===== config.mk =====
export PLATFORM = sky130hd
export DESIGN_NAME = metric_line_framer
export DESIGN_NICKNAME = d
export VERILOG_FILES = /design/src/mlf_pkg.sv /design/src/mlf_line_scan.sv /design/src/mlf_overlength.sv /design/src/metric_line_framer.sv
export SDC_FILE = /design/constraint.sdc
export NUM_CORES = 2
export LEC_CHECK = 0
export BUFFER_PORTS_ARGS = -buffer_cell sky130_fd_sc_hd__buf_2
export CELL_PAD_IN_SITES_DETAIL_PLACEMENT = 1
export CELL_PAD_IN_SITES_GLOBAL_PLACEMENT = 1
export CORE_MARGIN = 8
export CORE_UTILIZATION = 44
export DETAILED_ROUTE_END_ITERATION = 10
export HOLD_SLACK_MARGIN = 0.06
export PLACE_DENSITY_LB_ADDON = 0.1
export SKIP_LAST_GASP = 1
export SYNTH_ARGS = -nofsm -noshare
export SYNTH_HDL_FRONTEND = slang
export SYNTH_SLANG_ARGS = --single-unit

===== constraint.sdc =====
create_clock -name clk -period 8.8 [get_ports clk]
set_input_delay 0.88 -clock clk [delete_from_list [all_inputs] [get_ports clk]]
set_output_delay 0.88 -clock clk [all_outputs]
set_load 0.02 [all_outputs]

===== src/mlf_pkg.sv =====
package mlf_pkg;

    // Widths and defaults
    localparam int LENGTH_BITS_DEFAULT = 16;
    localparam int CFG_INDEX_W         = 2;
    localparam int CFG_DATA_W          = 32;
    localparam int OUT_LEN_W           = 17;
    localparam int MAX_LEN_W           = 16;
    localparam int PREFIX_W            = 8;
    localparam int COUNT_W             = 32;

    // Stream characters
    localparam logic [7:0] CH_SPACE = 8'd32;
    localparam logic [7:0] CH_COLON = 8'd58;
    localparam logic [7:0] CH_CR    = 8'd13;
    localparam logic [7:0] CH_NL    = 8'd10;

    // Register indexes
    localparam logic [CFG_INDEX_W-1:0] REG_MAX_LINE_LENGTH = 2'd0;
    localparam logic [CFG_INDEX_W-1:0] REG_WARN_START      = 2'd1;
    localparam logic [CFG_INDEX_W-1:0] REG_PREFIX_LENGTH   = 2'd2;

    // Register reset values
    localparam logic [MAX_LEN_W-1:0] MAX_LINE_LENGTH_RESET = 16'd1024;
    localparam logic [COUNT_W-1:0]   WARN_START_RESET      = 32'd1;
    localparam logic [PREFIX_W-1:0]  PREFIX_LENGTH_RESET   = 8'd0;

    // Descriptor status codes
    typedef enum logic [1:0] {
        STATUS_ACCEPTED   = 2'd0,
        STATUS_OVERLENGTH = 2'd1,
        STATUS_NO_SEP     = 2'd2
    } status_t;

    // Summary of the line held in the scanner, valid when a newline arrives
    typedef struct packed {
        logic                 nonempty;
        logic                 overlength;
        logic                 sep_found;
        logic                 sep_kind;
        logic [OUT_LEN_W-1:0] line_length;
        logic [OUT_LEN_W-1:0] key_length;
    } line_summary_t;

    // Overlength bookkeeping for the line ending on this beat
    typedef struct packed {
        logic               warn;
        logic [COUNT_W-1:0] total;
    } ovl_result_t;

endpackage


===== src/mlf_line_scan.sv =====
module mlf_line_scan #(
    parameter int LENGTH_BITS = mlf_pkg::LENGTH_BITS_DEFAULT
) (
    input  logic                           clk,
    input  logic                           rst_n,
    input  logic                           byte_beat,
    input  logic [7:0]                     data_byte,
    input  logic [mlf_pkg::MAX_LEN_W-1:0]  max_line_length,
    input  logic [mlf_pkg::PREFIX_W-1:0]   prefix_length,
    output mlf_pkg::line_summary_t         summary
);

    localparam logic [LENGTH_BITS-1:0] RAW_SAT = '1;
    localparam int CMP_W  = (LENGTH_BITS > mlf_pkg::MAX_LEN_W) ? LENGTH_BITS
                                                                : mlf_pkg::MAX_LEN_W;
    localparam int WIDE_W = (LENGTH_BITS + 1 > mlf_pkg::OUT_LEN_W) ? LENGTH_BITS + 1
                                                                     : mlf_pkg::OUT_LEN_W;

    logic [LENGTH_BITS-1:0] raw_count_reg, raw_count_next;
    logic                   lead_cr_reg, lead_cr_next;
    logic                   last_cr_reg, last_cr_next;
    logic [LENGTH_BITS-1:0] space_pos_reg, space_pos_next;
    logic                   space_seen_reg, space_seen_next;
    logic [LENGTH_BITS-1:0] colon_pos_reg, colon_pos_next;
    logic                   colon_seen_reg, colon_seen_next;

    logic [LENGTH_BITS-1:0] len_lead;
    logic [LENGTH_BITS-1:0] len_strip;
    logic [LENGTH_BITS-1:0] sep_pos;
    logic [WIDE_W-1:0]      line_sum;
    logic [WIDE_W-1:0]      key_sum;

    // Advance the per-line state on each beat; clear it at newline
    always_comb
    begin
        raw_count_next  = raw_count_reg;
        lead_cr_next    = lead_cr_reg;
        last_cr_next    = last_cr_reg;
        space_pos_next  = space_pos_reg;
        space_seen_next = space_seen_reg;
        colon_pos_next  = colon_pos_reg;
        colon_seen_next = colon_seen_reg;
        if (byte_beat)
        begin
            if (data_byte == mlf_pkg::CH_NL)
            begin
                raw_count_next  = '0;
                lead_cr_next    = 1'b0;
                last_cr_next    = 1'b0;
                space_pos_next  = '0;
                space_seen_next = 1'b0;
                colon_pos_next  = '0;
                colon_seen_next = 1'b0;
            end
            else
            begin
                // Bytes past saturation are neither counted nor searched
                if (raw_count_reg != RAW_SAT)
                begin
                    if (raw_count_reg == '0 && data_byte == mlf_pkg::CH_CR)
                    begin
                        lead_cr_next = 1'b1;
                    end
                    if (data_byte == mlf_pkg::CH_SPACE && !space_seen_reg)
                    begin
                        space_pos_next  = raw_count_reg;
                        space_seen_next = 1'b1;
                    end
                    if (data_byte == mlf_pkg::CH_COLON && !colon_seen_reg)
                    begin
                        colon_pos_next  = raw_count_reg;
                        colon_seen_next = 1'b1;
                    end
                    raw_count_next = raw_count_reg + 1'b1;
                end
                last_cr_next = (data_byte == mlf_pkg::CH_CR);
            end
        end
    end

    always_ff @(posedge clk or negedge rst_n)
    begin
        if (!rst_n)
        begin
            raw_count_reg  <= '0;
            lead_cr_reg    <= 1'b0;
            last_cr_reg    <= 1'b0;
            space_pos_reg  <= '0;
            space_seen_reg <= 1'b0;
            colon_pos_reg  <= '0;
            colon_seen_reg <= 1'b0;
        end
        else
        begin
            raw_count_reg  <= raw_count_next;
            lead_cr_reg    <= lead_cr_next;
            last_cr_reg    <= last_cr_next;
            space_pos_reg  <= space_pos_next;
            space_seen_reg <= space_seen_next;
            colon_pos_reg  <= colon_pos_next;
            colon_seen_reg <= colon_seen_next;
        end
    end

    // Strip one leading and one trailing carriage return
    always_comb
    begin
        len_lead  = raw_count_reg - LENGTH_BITS'(lead_cr_reg);
        len_strip = (len_lead != '0 && last_cr_reg) ? len_lead - 1'b1 : len_lead;
        sep_pos   = space_seen_reg ? space_pos_reg : colon_pos_reg;
        line_sum  = WIDE_W'(len_strip) + WIDE_W'(prefix_length);
        key_sum   = WIDE_W'(sep_pos) - WIDE_W'(lead_cr_reg) + WIDE_W'(prefix_length);
    end

    // Describe the held line
    always_comb
    begin
        summary.nonempty    = (len_strip != '0);
        summary.overlength  = (raw_count_reg == RAW_SAT) ||
                              (CMP_W'(len_strip) > CMP_W'(max_line_length));
        summary.sep_found   = space_seen_reg || colon_seen_reg;
        summary.sep_kind    = !space_seen_reg;
        summary.line_length = line_sum[mlf_pkg::OUT_LEN_W-1:0];
        summary.key_length  = key_sum[mlf_pkg::OUT_LEN_W-1:0];
    end

endmodule


===== src/mlf_overlength.sv =====
module mlf_overlength (
    input  logic                           clk,
    input  logic                           rst_n,
    input  logic                           line_hit,
    input  logic                           cfg_load,
    input  logic [mlf_pkg::COUNT_W-1:0]    cfg_value,
    output mlf_pkg::ovl_result_t           result
);

    localparam int CW = mlf_pkg::COUNT_W;

    logic [CW-1:0] count_reg, count_next;
    logic [CW-1:0] thr_reg, thr_next;
    logic          grow_pending_reg, grow_pending_next;
    logic          warn;
    logic [CW-1:0] grown;

    // Count the overlength line, saturating, and test the threshold
    always_comb
    begin
        count_next = count_reg;
        if (line_hit && count_reg != '1)
        begin
            count_next = count_reg + 1'b1;
        end
        warn              = line_hit && (count_next >= thr_reg);
        grow_pending_next = warn;
    end

    // Smallest doubling of the threshold above the count, else all ones
    always_comb
    begin
        logic [CW-1:0]   base;
        logic [2*CW-1:0] shifted;
        base    = (thr_reg == '0) ? CW'(1) : thr_reg;
        grown   = '1;
        shifted = '0;
        for (int k = CW - 1; k >= 0; k--)
        begin
            shifted = {{CW{1'b0}}, base} << k;
            if (shifted[2*CW-1:CW] == '0 && shifted[CW-1:0] > count_reg)
            begin
                grown = shifted[CW-1:0];
            end
        end
    end

    // Grow in the cycle after a warning; a register write takes precedence
    always_comb
    begin
        thr_next = thr_reg;
        if (cfg_load)
        begin
            thr_next = cfg_value;
        end
        else if (grow_pending_reg)
        begin
            thr_next = grown;
        end
    end

    always_ff @(posedge clk or negedge rst_n)
    begin
        if (!rst_n)
        begin
            count_reg        <= '0;
            thr_reg          <= mlf_pkg::WARN_START_RESET;
            grow_pending_reg <= 1'b0;
        end
        else
        begin
            count_reg        <= count_next;
            thr_reg          <= thr_next;
            grow_pending_reg <= grow_pending_next;
        end
    end

    assign result.warn  = warn;
    assign result.total = count_next;

endmodule


===== src/metric_line_framer.sv =====
// A descriptor is presented in the cycle after the newline beat that ends its line.
// Throughput: one byte per cycle; a newline waits only while a descriptor is held
// in the result register and out_ready is low.
// Threshold growth after a warning is registered in grow_pending_reg, then loaded into thr_reg.
// Reset (rst_n, asynchronous, active low) clears line state, counters and the result
// valid flag, and loads every configuration register with its default.
module metric_line_framer #(
    parameter int LENGTH_BITS = mlf_pkg::LENGTH_BITS_DEFAULT
) (
    input  logic                              clk,
    input  logic                              rst_n,
    input  logic                              cfg_write_enable,
    input  logic [mlf_pkg::CFG_INDEX_W-1:0]   cfg_index,
    input  logic [mlf_pkg::CFG_DATA_W-1:0]    cfg_data,
    input  logic                              in_valid,
    output logic                              in_ready,
    input  logic [7:0]                        data_byte,
    output logic                              out_valid,
    input  logic                              out_ready,
    output logic [1:0]                        status,
    output logic [mlf_pkg::OUT_LEN_W-1:0]     line_length,
    output logic [mlf_pkg::OUT_LEN_W-1:0]     key_length,
    output logic                              separator_kind,
    output logic                              overlength_warning,
    output logic [mlf_pkg::COUNT_W-1:0]       overlength_total
);

    logic [mlf_pkg::MAX_LEN_W-1:0] max_len_reg, max_len_next;
    logic [mlf_pkg::PREFIX_W-1:0]  prefix_reg, prefix_next;
    logic                          warn_start_load;

    mlf_pkg::line_summary_t summary;
    mlf_pkg::ovl_result_t   ovl;

    logic in_beat;
    logic line_end;
    logic line_hit;

    logic                          out_valid_reg, out_valid_next;
    mlf_pkg::status_t              status_reg, status_next;
    logic [mlf_pkg::OUT_LEN_W-1:0] line_len_reg, line_len_next;
    logic [mlf_pkg::OUT_LEN_W-1:0] key_len_reg, key_len_next;
    logic                          kind_reg, kind_next;
    logic                          warn_reg, warn_next;
    logic [mlf_pkg::COUNT_W-1:0]   total_reg, total_next;

    // Configuration writes
    always_comb
    begin
        max_len_next    = max_len_reg;
        prefix_next     = prefix_reg;
        warn_start_load = 1'b0;
        if (cfg_write_enable)
        begin
            case (cfg_index)
                mlf_pkg::REG_MAX_LINE_LENGTH: max_len_next = cfg_data[mlf_pkg::MAX_LEN_W-1:0];
                mlf_pkg::REG_WARN_START:      warn_start_load = 1'b1;
                mlf_pkg::REG_PREFIX_LENGTH:   prefix_next = cfg_data[mlf_pkg::PREFIX_W-1:0];
                default:                      ;
            endcase
        end
    end

    always_ff @(posedge clk or negedge rst_n)
    begin
        if (!rst_n)
        begin
            max_len_reg <= mlf_pkg::MAX_LINE_LENGTH_RESET;
            prefix_reg  <= mlf_pkg::PREFIX_LENGTH_RESET;
        end
        else
        begin
            max_len_reg <= max_len_next;
            prefix_reg  <= prefix_next;
        end
    end

    // Take any byte other than a newline; hold a newline while the result is stuck
    assign in_ready = !out_valid_reg || out_ready || (data_byte != mlf_pkg::CH_NL);
    assign in_beat  = in_valid && in_ready;
    assign line_end = in_beat && (data_byte == mlf_pkg::CH_NL) && summary.nonempty;
    assign line_hit = line_end && summary.overlength;

    mlf_line_scan #(
        .LENGTH_BITS     (LENGTH_BITS)
    ) u_scan (
        .clk             (clk),
        .rst_n           (rst_n),
        .byte_beat       (in_beat),
        .data_byte       (data_byte),
        .max_line_length (max_len_reg),
        .prefix_length   (prefix_reg),
        .summary         (summary)
    );

    mlf_overlength u_ovl (
        .clk       (clk),
        .rst_n     (rst_n),
        .line_hit  (line_hit),
        .cfg_load  (warn_start_load),
        .cfg_value (cfg_data[mlf_pkg::COUNT_W-1:0]),
        .result    (ovl)
    );

    // Build the descriptor for a line ending on this beat
    always_comb
    begin
        status_next   = status_reg;
        line_len_next = line_len_reg;
        key_len_next  = key_len_reg;
        kind_next     = kind_reg;
        warn_next     = warn_reg;
        total_next    = total_reg;
        if (line_end)
        begin
            line_len_next = '0;
            key_len_next  = '0;
            kind_next     = 1'b0;
            warn_next     = 1'b0;
            total_next    = ovl.total;
            if (summary.overlength)
            begin
                status_next = mlf_pkg::STATUS_OVERLENGTH;
                warn_next   = ovl.warn;
            end
            else if (summary.sep_found)
            begin
                status_next   = mlf_pkg::STATUS_ACCEPTED;
                line_len_next = summary.line_length;
                key_len_next  = summary.key_length;
                kind_next     = summary.sep_kind;
            end
            else
            begin
                status_next = mlf_pkg::STATUS_NO_SEP;
            end
        end
    end

    // Result register valid: load on a line end, drop when taken
    always_comb
    begin
        out_valid_next = out_valid_reg;
        if (line_end)
        begin
            out_valid_next = 1'b1;
        end
        else if (out_ready)
        begin
            out_valid_next = 1'b0;
        end
    end

    always_ff @(posedge clk or negedge rst_n)
    begin
        if (!rst_n)
        begin
            out_valid_reg <= 1'b0;
        end
        else
        begin
            out_valid_reg <= out_valid_next;
        end
    end

    always_ff @(posedge clk)
    begin
        status_reg   <= status_next;
        line_len_reg <= line_len_next;
        key_len_reg  <= key_len_next;
        kind_reg     <= kind_next;
        warn_reg     <= warn_next;
        total_reg    <= total_next;
    end

    assign out_valid          = out_valid_reg;
    assign status             = status_reg;
    assign line_length        = line_len_reg;
    assign key_length         = key_len_reg;
    assign separator_kind     = kind_reg;
    assign overlength_warning = warn_reg;
    assign overlength_total   = total_reg;

endmodule


; Yosys cells after proc, flatten, opt, wreduce, memory -nomap -nowiden
; Cells that the tools add are included.
[word_totals]
regBits = 212
out_inout_bits = 72
[classes]
n_lt_le_gt_ge = 34
n_addsub = 7
bitwise = 1
eq_ne = 10
reduce_logical = 97
muxes = 61
[ops]
columns = operator, count
row1 = $mux W32, 36
row2 = $gt A32 B32 Y1, 32
row3 = $logic_not A32 Y1, 32
row4 = $mux W16, 10
row5 = $logic_and A1 B1 Y1, 41
row6 = $add A32 B1 Y32 const B, 1
row7 = $ge A32 B32 Y1, 1
row8 = $ne A32 B32 Y1 const B, 1
row9 = $reduce_bool A16 Y1, 2
row10 = $add A16 B8 Y17, 1
row11 = $add A17 B8 Y17, 1
row12 = $sub A16 B1 Y17, 1
row13 = $add A16 B1 Y16 const B, 1
row14 = $eq A16 B16 Y1 const B, 1
row15 = $eq A8 B4 Y1 const B, 2
row16 = $eq A8 B6 Y1 const B, 2
row17 = $gt A16 B16 Y1, 1
row18 = $logic_not A16 Y1, 1
row19 = $ne A16 B16 Y1 const B, 1
row20 = $sub A16 B1 Y16, 1
row21 = $sub A16 B1 Y16 const B, 1
row22 = $mux W1, 14
row23 = $reduce_bool A2 Y1, 6
row24 = $reduce_and A3 Y1, 3
row25 = other kinds (10), 17

; Longest topological paths before layout
[depth]
word_depth = 38
ltp_mapped = 36
mapped_depth_nobuf = 34

; Hierarchy
; From an unflattened synthesis, not the netlist that was laid out.
[hier_totals]
hier_cells = 3751
hier_area_um2 = 30488.0
[modules_own_cells]
columns = module, area_each_um2, seq_area_each_um2, cells_per_inst, instances
row1 = mlf_overlength, 21740.9, 1627.8, 2891, 1
row2 = mlf_line_scan, 5392.7, 1301.2, 685, 1
row3 = metric_line_framer, 3354.5, 2728.9, 175, 1

; Worst setup path after synthesis
; OpenSTA, ideal clock, no wires.
[synth_timing]
path_kind = register -> register
startpoint = register u_scan.raw_count_reg[0]
endpoint = register warn_reg, in the netlist overlength_warning (data pin)
required_ns = 8.535
n_path_buf = 2
arrival_ns = 8.934
path_slack_ns = -0.399
setup_ns = 0.265
path_stages_with_launch = 29
path_cell_list = dfrtp_1 > inv_1 > ha_1 > ha_1 > clkbuf_1 > xnor2_1 > nand4b_1 > mux2_2 > or4_4 > o211ai_2 > xnor2_1 > a211oi_1 > a21oi_1 > and3_1 > buf_2 > xnor2_1 > inv_2 > ha_1 > nand2b_1 > a21o_1 > a21o_1 > a21o_1 > a21oi_1 > nor2b_1 > o21ai_0 > a21oi_1 > o2111ai_1 > a31oi_1 > o211a_1
[synth_lines]
columns = item, line_no
row1 = "start, declared", mlf_line_scan.sv:19  ; logic [LENGTH_BITS-1:0] raw_count_reg, raw_count_next;
row2 = "start signal, assigned", mlf_line_scan.sv:95  ; raw_count_reg <= raw_count_next;
row3 = "end signal, assigned", metric_line_framer.sv:172  ; warn_reg <= warn_next;
row4 = "end, declared", metric_line_framer.sv:44  ; logic warn_reg, warn_next;

==> results.cfg <==
[global_routing]
overflow = 0
grt_usage_pct = 37.14
grt_pass1_wl_mm = 221.3
antenna_found_initial = 6
grt_max_degree = 84
grt_pass1_vias = 34620

[timing]
hold_ws_ps = 371.6
finClkSkew_ps = 17.27
fin_setup_tns_ps = 0
hold_viol_final = 0
final_max_slew_viol_count = 0
worst_pin_slew_ps = 1181
fmaxAchievable_mhz = 124.1
period_minus_slack_ps = 8061
max-slew-margin-rel_pct = 19.23
finalSetupViolations = 0
finalCritPeriodShare_pct = 91.60
rsz0062_at_grt = false

[floorplan]
die_h_microns = 276.4
die_w_microns = 276.4
rows = 95
start_util_pct = 44.42
core-area_sq_um = 67160
num_io_pins = 119
die_area_sq_um = 76390

[synth]
synth-compound-area-share_pct = 24.60
synth-adder-area-share_pct = 25.93
async_flop_share_pct = 66.98
synthMuxAreaShare_pct = 1.401
yosysTopAreaCell = ha_1
ys_types = 94
synth_area_leaders = ha_1 26%, dfrtp_1 12%, edfxtp_1 7.0%
syn_area_sq_um = 29830
synthCells = 3758
synth_flop_cell = dfrtp_1
ys_seq_area_share_pct = 18.97
synth-seq-cells = 212
synth_top_family_by_area = adder cells
avgSynthCellArea_sq_um = 7.938
yosysTopAreaCellShare_pct = 25.79
synth.most_common_cell = ha_1
synth_enable_flop_cells = 70
synthSimpleGateAreaFrac_pct = 21.29
ys_warn_count = 0
synth_xor_area_share_pct = 2.730
syn_nets = 4422
synth_common_cells = 615 x ha_1, 313 x nand2_1, 286 x nor2_1

[place]
dpl.hpwl_mm = 107.9
port_buffers = 118
routabilityCongestion = 0.9565

[layout]
drive_above_1_share_pct = 9.242
seqCellArea_sq_um = 5670
num-nets-final = 4444
multi_input_area_sq_um = 22730
n_fill_cell = 8123
area_growth_syn_to_layout_pct = 8.443

[critical_path]
cpMaxStageDelayCell = or4_4
critPathMaxFanout = 20
max_stage_delay_ps = 600
criticalPathCategory = reg2reg
crit_arrival_ps = 8370
setup.worst_path.start_class = flip-flop
required_ps = 9110
end_kind = flip-flop

[power_and_ir_drop]
p_per_area_nw_per_um2 = 169.2
irDropWorstVdd_uv = 142.0
p_leak_uw = 0.01364

[clock_tree]
clk_pin_slew_ps = 60
cts_max_path_buffers = 3
clock_sinks = 212
cts_tree = done
htree_levels = 1
cts_buffers = 25
cts.repair.resized = 0
cts-root-buf = clkbuf_16
insertion_delay_ps = 550
cts_setup_buffers = 0
cts_hold_buf = 0

[routing]
drt_first_pass_iters = 6
drt_wl_total_mm = 148.7
wire_per_inst_microns = 31.83
vias = 33500
initialDrtViolationCount = 3411
drc = 0
viasPerCell = 7.168
antenna_left = 0

[worst_hold_path]
min_path_type = in2async

[status]
status = complete, no violations

[flow_run]
cap_viol_max_count = 0
==> logic make-up after synthesis <==
logic type	count (synthesis)
simple gates	1275
compound gates	1122
fa+ha+maj	617
buf+inv	399
flops	212
xor+xnor	93
mux	40
==> worst max-delay path: cells and delay by family (launching register included) <==
family                     cells  cell delay, ps
AOI/OAI and AO/OA             17            3400
and+or+nand+nor                6            1260
adders and majority gates      4            1250
muxes                          2             800
DFF                            1             440
xor gates and xnor gates       1             370
buffers and inverters          2             320
==> layout make-up <==
cell class	count	area share [%]
clock buffer	33	2.089
clock inverter	12	0.3249
timing repair buffer	229	4.498
tap	873	3.377
multi-input combinational	3147	70.25
sequential	212	17.53
antenna	2	0.01547
inverter	165	1.915
==> layer usage <==
layer  wire [microns]  GRT usage (%)  vias to the layer above
met3            13910          7.817                      631
met1            58980          45.73                    16580
li1                 -              -                    14410
met4            10730          22.95                        6
met2            65070          59.08                     1867
met5               46              0                        -
==> placed cells by master (no fill, tap or decap), types with 40 or more instances in the layout <==
master and count:
inv_1 155, xnor2_1 62, a211oi_1 89, nor4_1 42
ha_1 615, nand3_1 135, o211ai_1 65, nor2_1 284
a21o_1 69, dfrtp_1 130, o21ai_0 264, nand2_1 313
a31oi_1 40, edfxtp_1 70, buf_2 117, a21oi_1 263
nor3_1 148, buf_4 109, nand4_1 152
==> through the flow <==
stage          utilization, %  total power, uW  instances  cell area [sq um]  setup slack (ps)
2_1_floorplan               -             3181       3758              29830              1121
3_3_place_gp            47.00             4140       4626              31560              1072
3_5_place_dp            47.00             4333       4626              31560             821.9
4_1_cts                 48.16             5369       4671              32340             781.2
5_1_grt                 48.16             5780       4671              32340             180.0
6_report                48.17             5473       4673              32350             739.3
==> report_power, final <==
| part | switching (uW) | leakage (uW) | internal, uW |
|---|---|---|---|
| registers | 156 | 0.00256 | 1090 |
| clock network | 453 | 0.000370 | 572 |
| logic | 2110 | 0.0107 | 1090 |
==> final timing paths <==
path	from	to	slack, ps	cells after the start
max in group asynchronous	rst_n	u_scan.raw_count_reg[11]$_DFFE_PN0P_	6990	2
max reg2reg	u_scan.raw_count_reg[0]$_DFFE_PN0P_	overlength_warning$_SDFFCE_PP0P_	740	32
min	rst_n	u_ovl.thr_reg[16]$_DFFE_PN0P_	370	1
min reg2reg	u_scan.space_pos_reg[4]$_DFFE_PN0P_	u_scan.space_pos_reg[4]$_DFFE_PN0P_	530	2
max	u_scan.raw_count_reg[0]$_DFFE_PN0P_	overlength_warning$_SDFFCE_PP0P_	740	32
min in group clk	u_scan.space_pos_reg[4]$_DFFE_PN0P_	u_scan.space_pos_reg[4]$_DFFE_PN0P_	530	2
(Power assumes the default switching activity.)
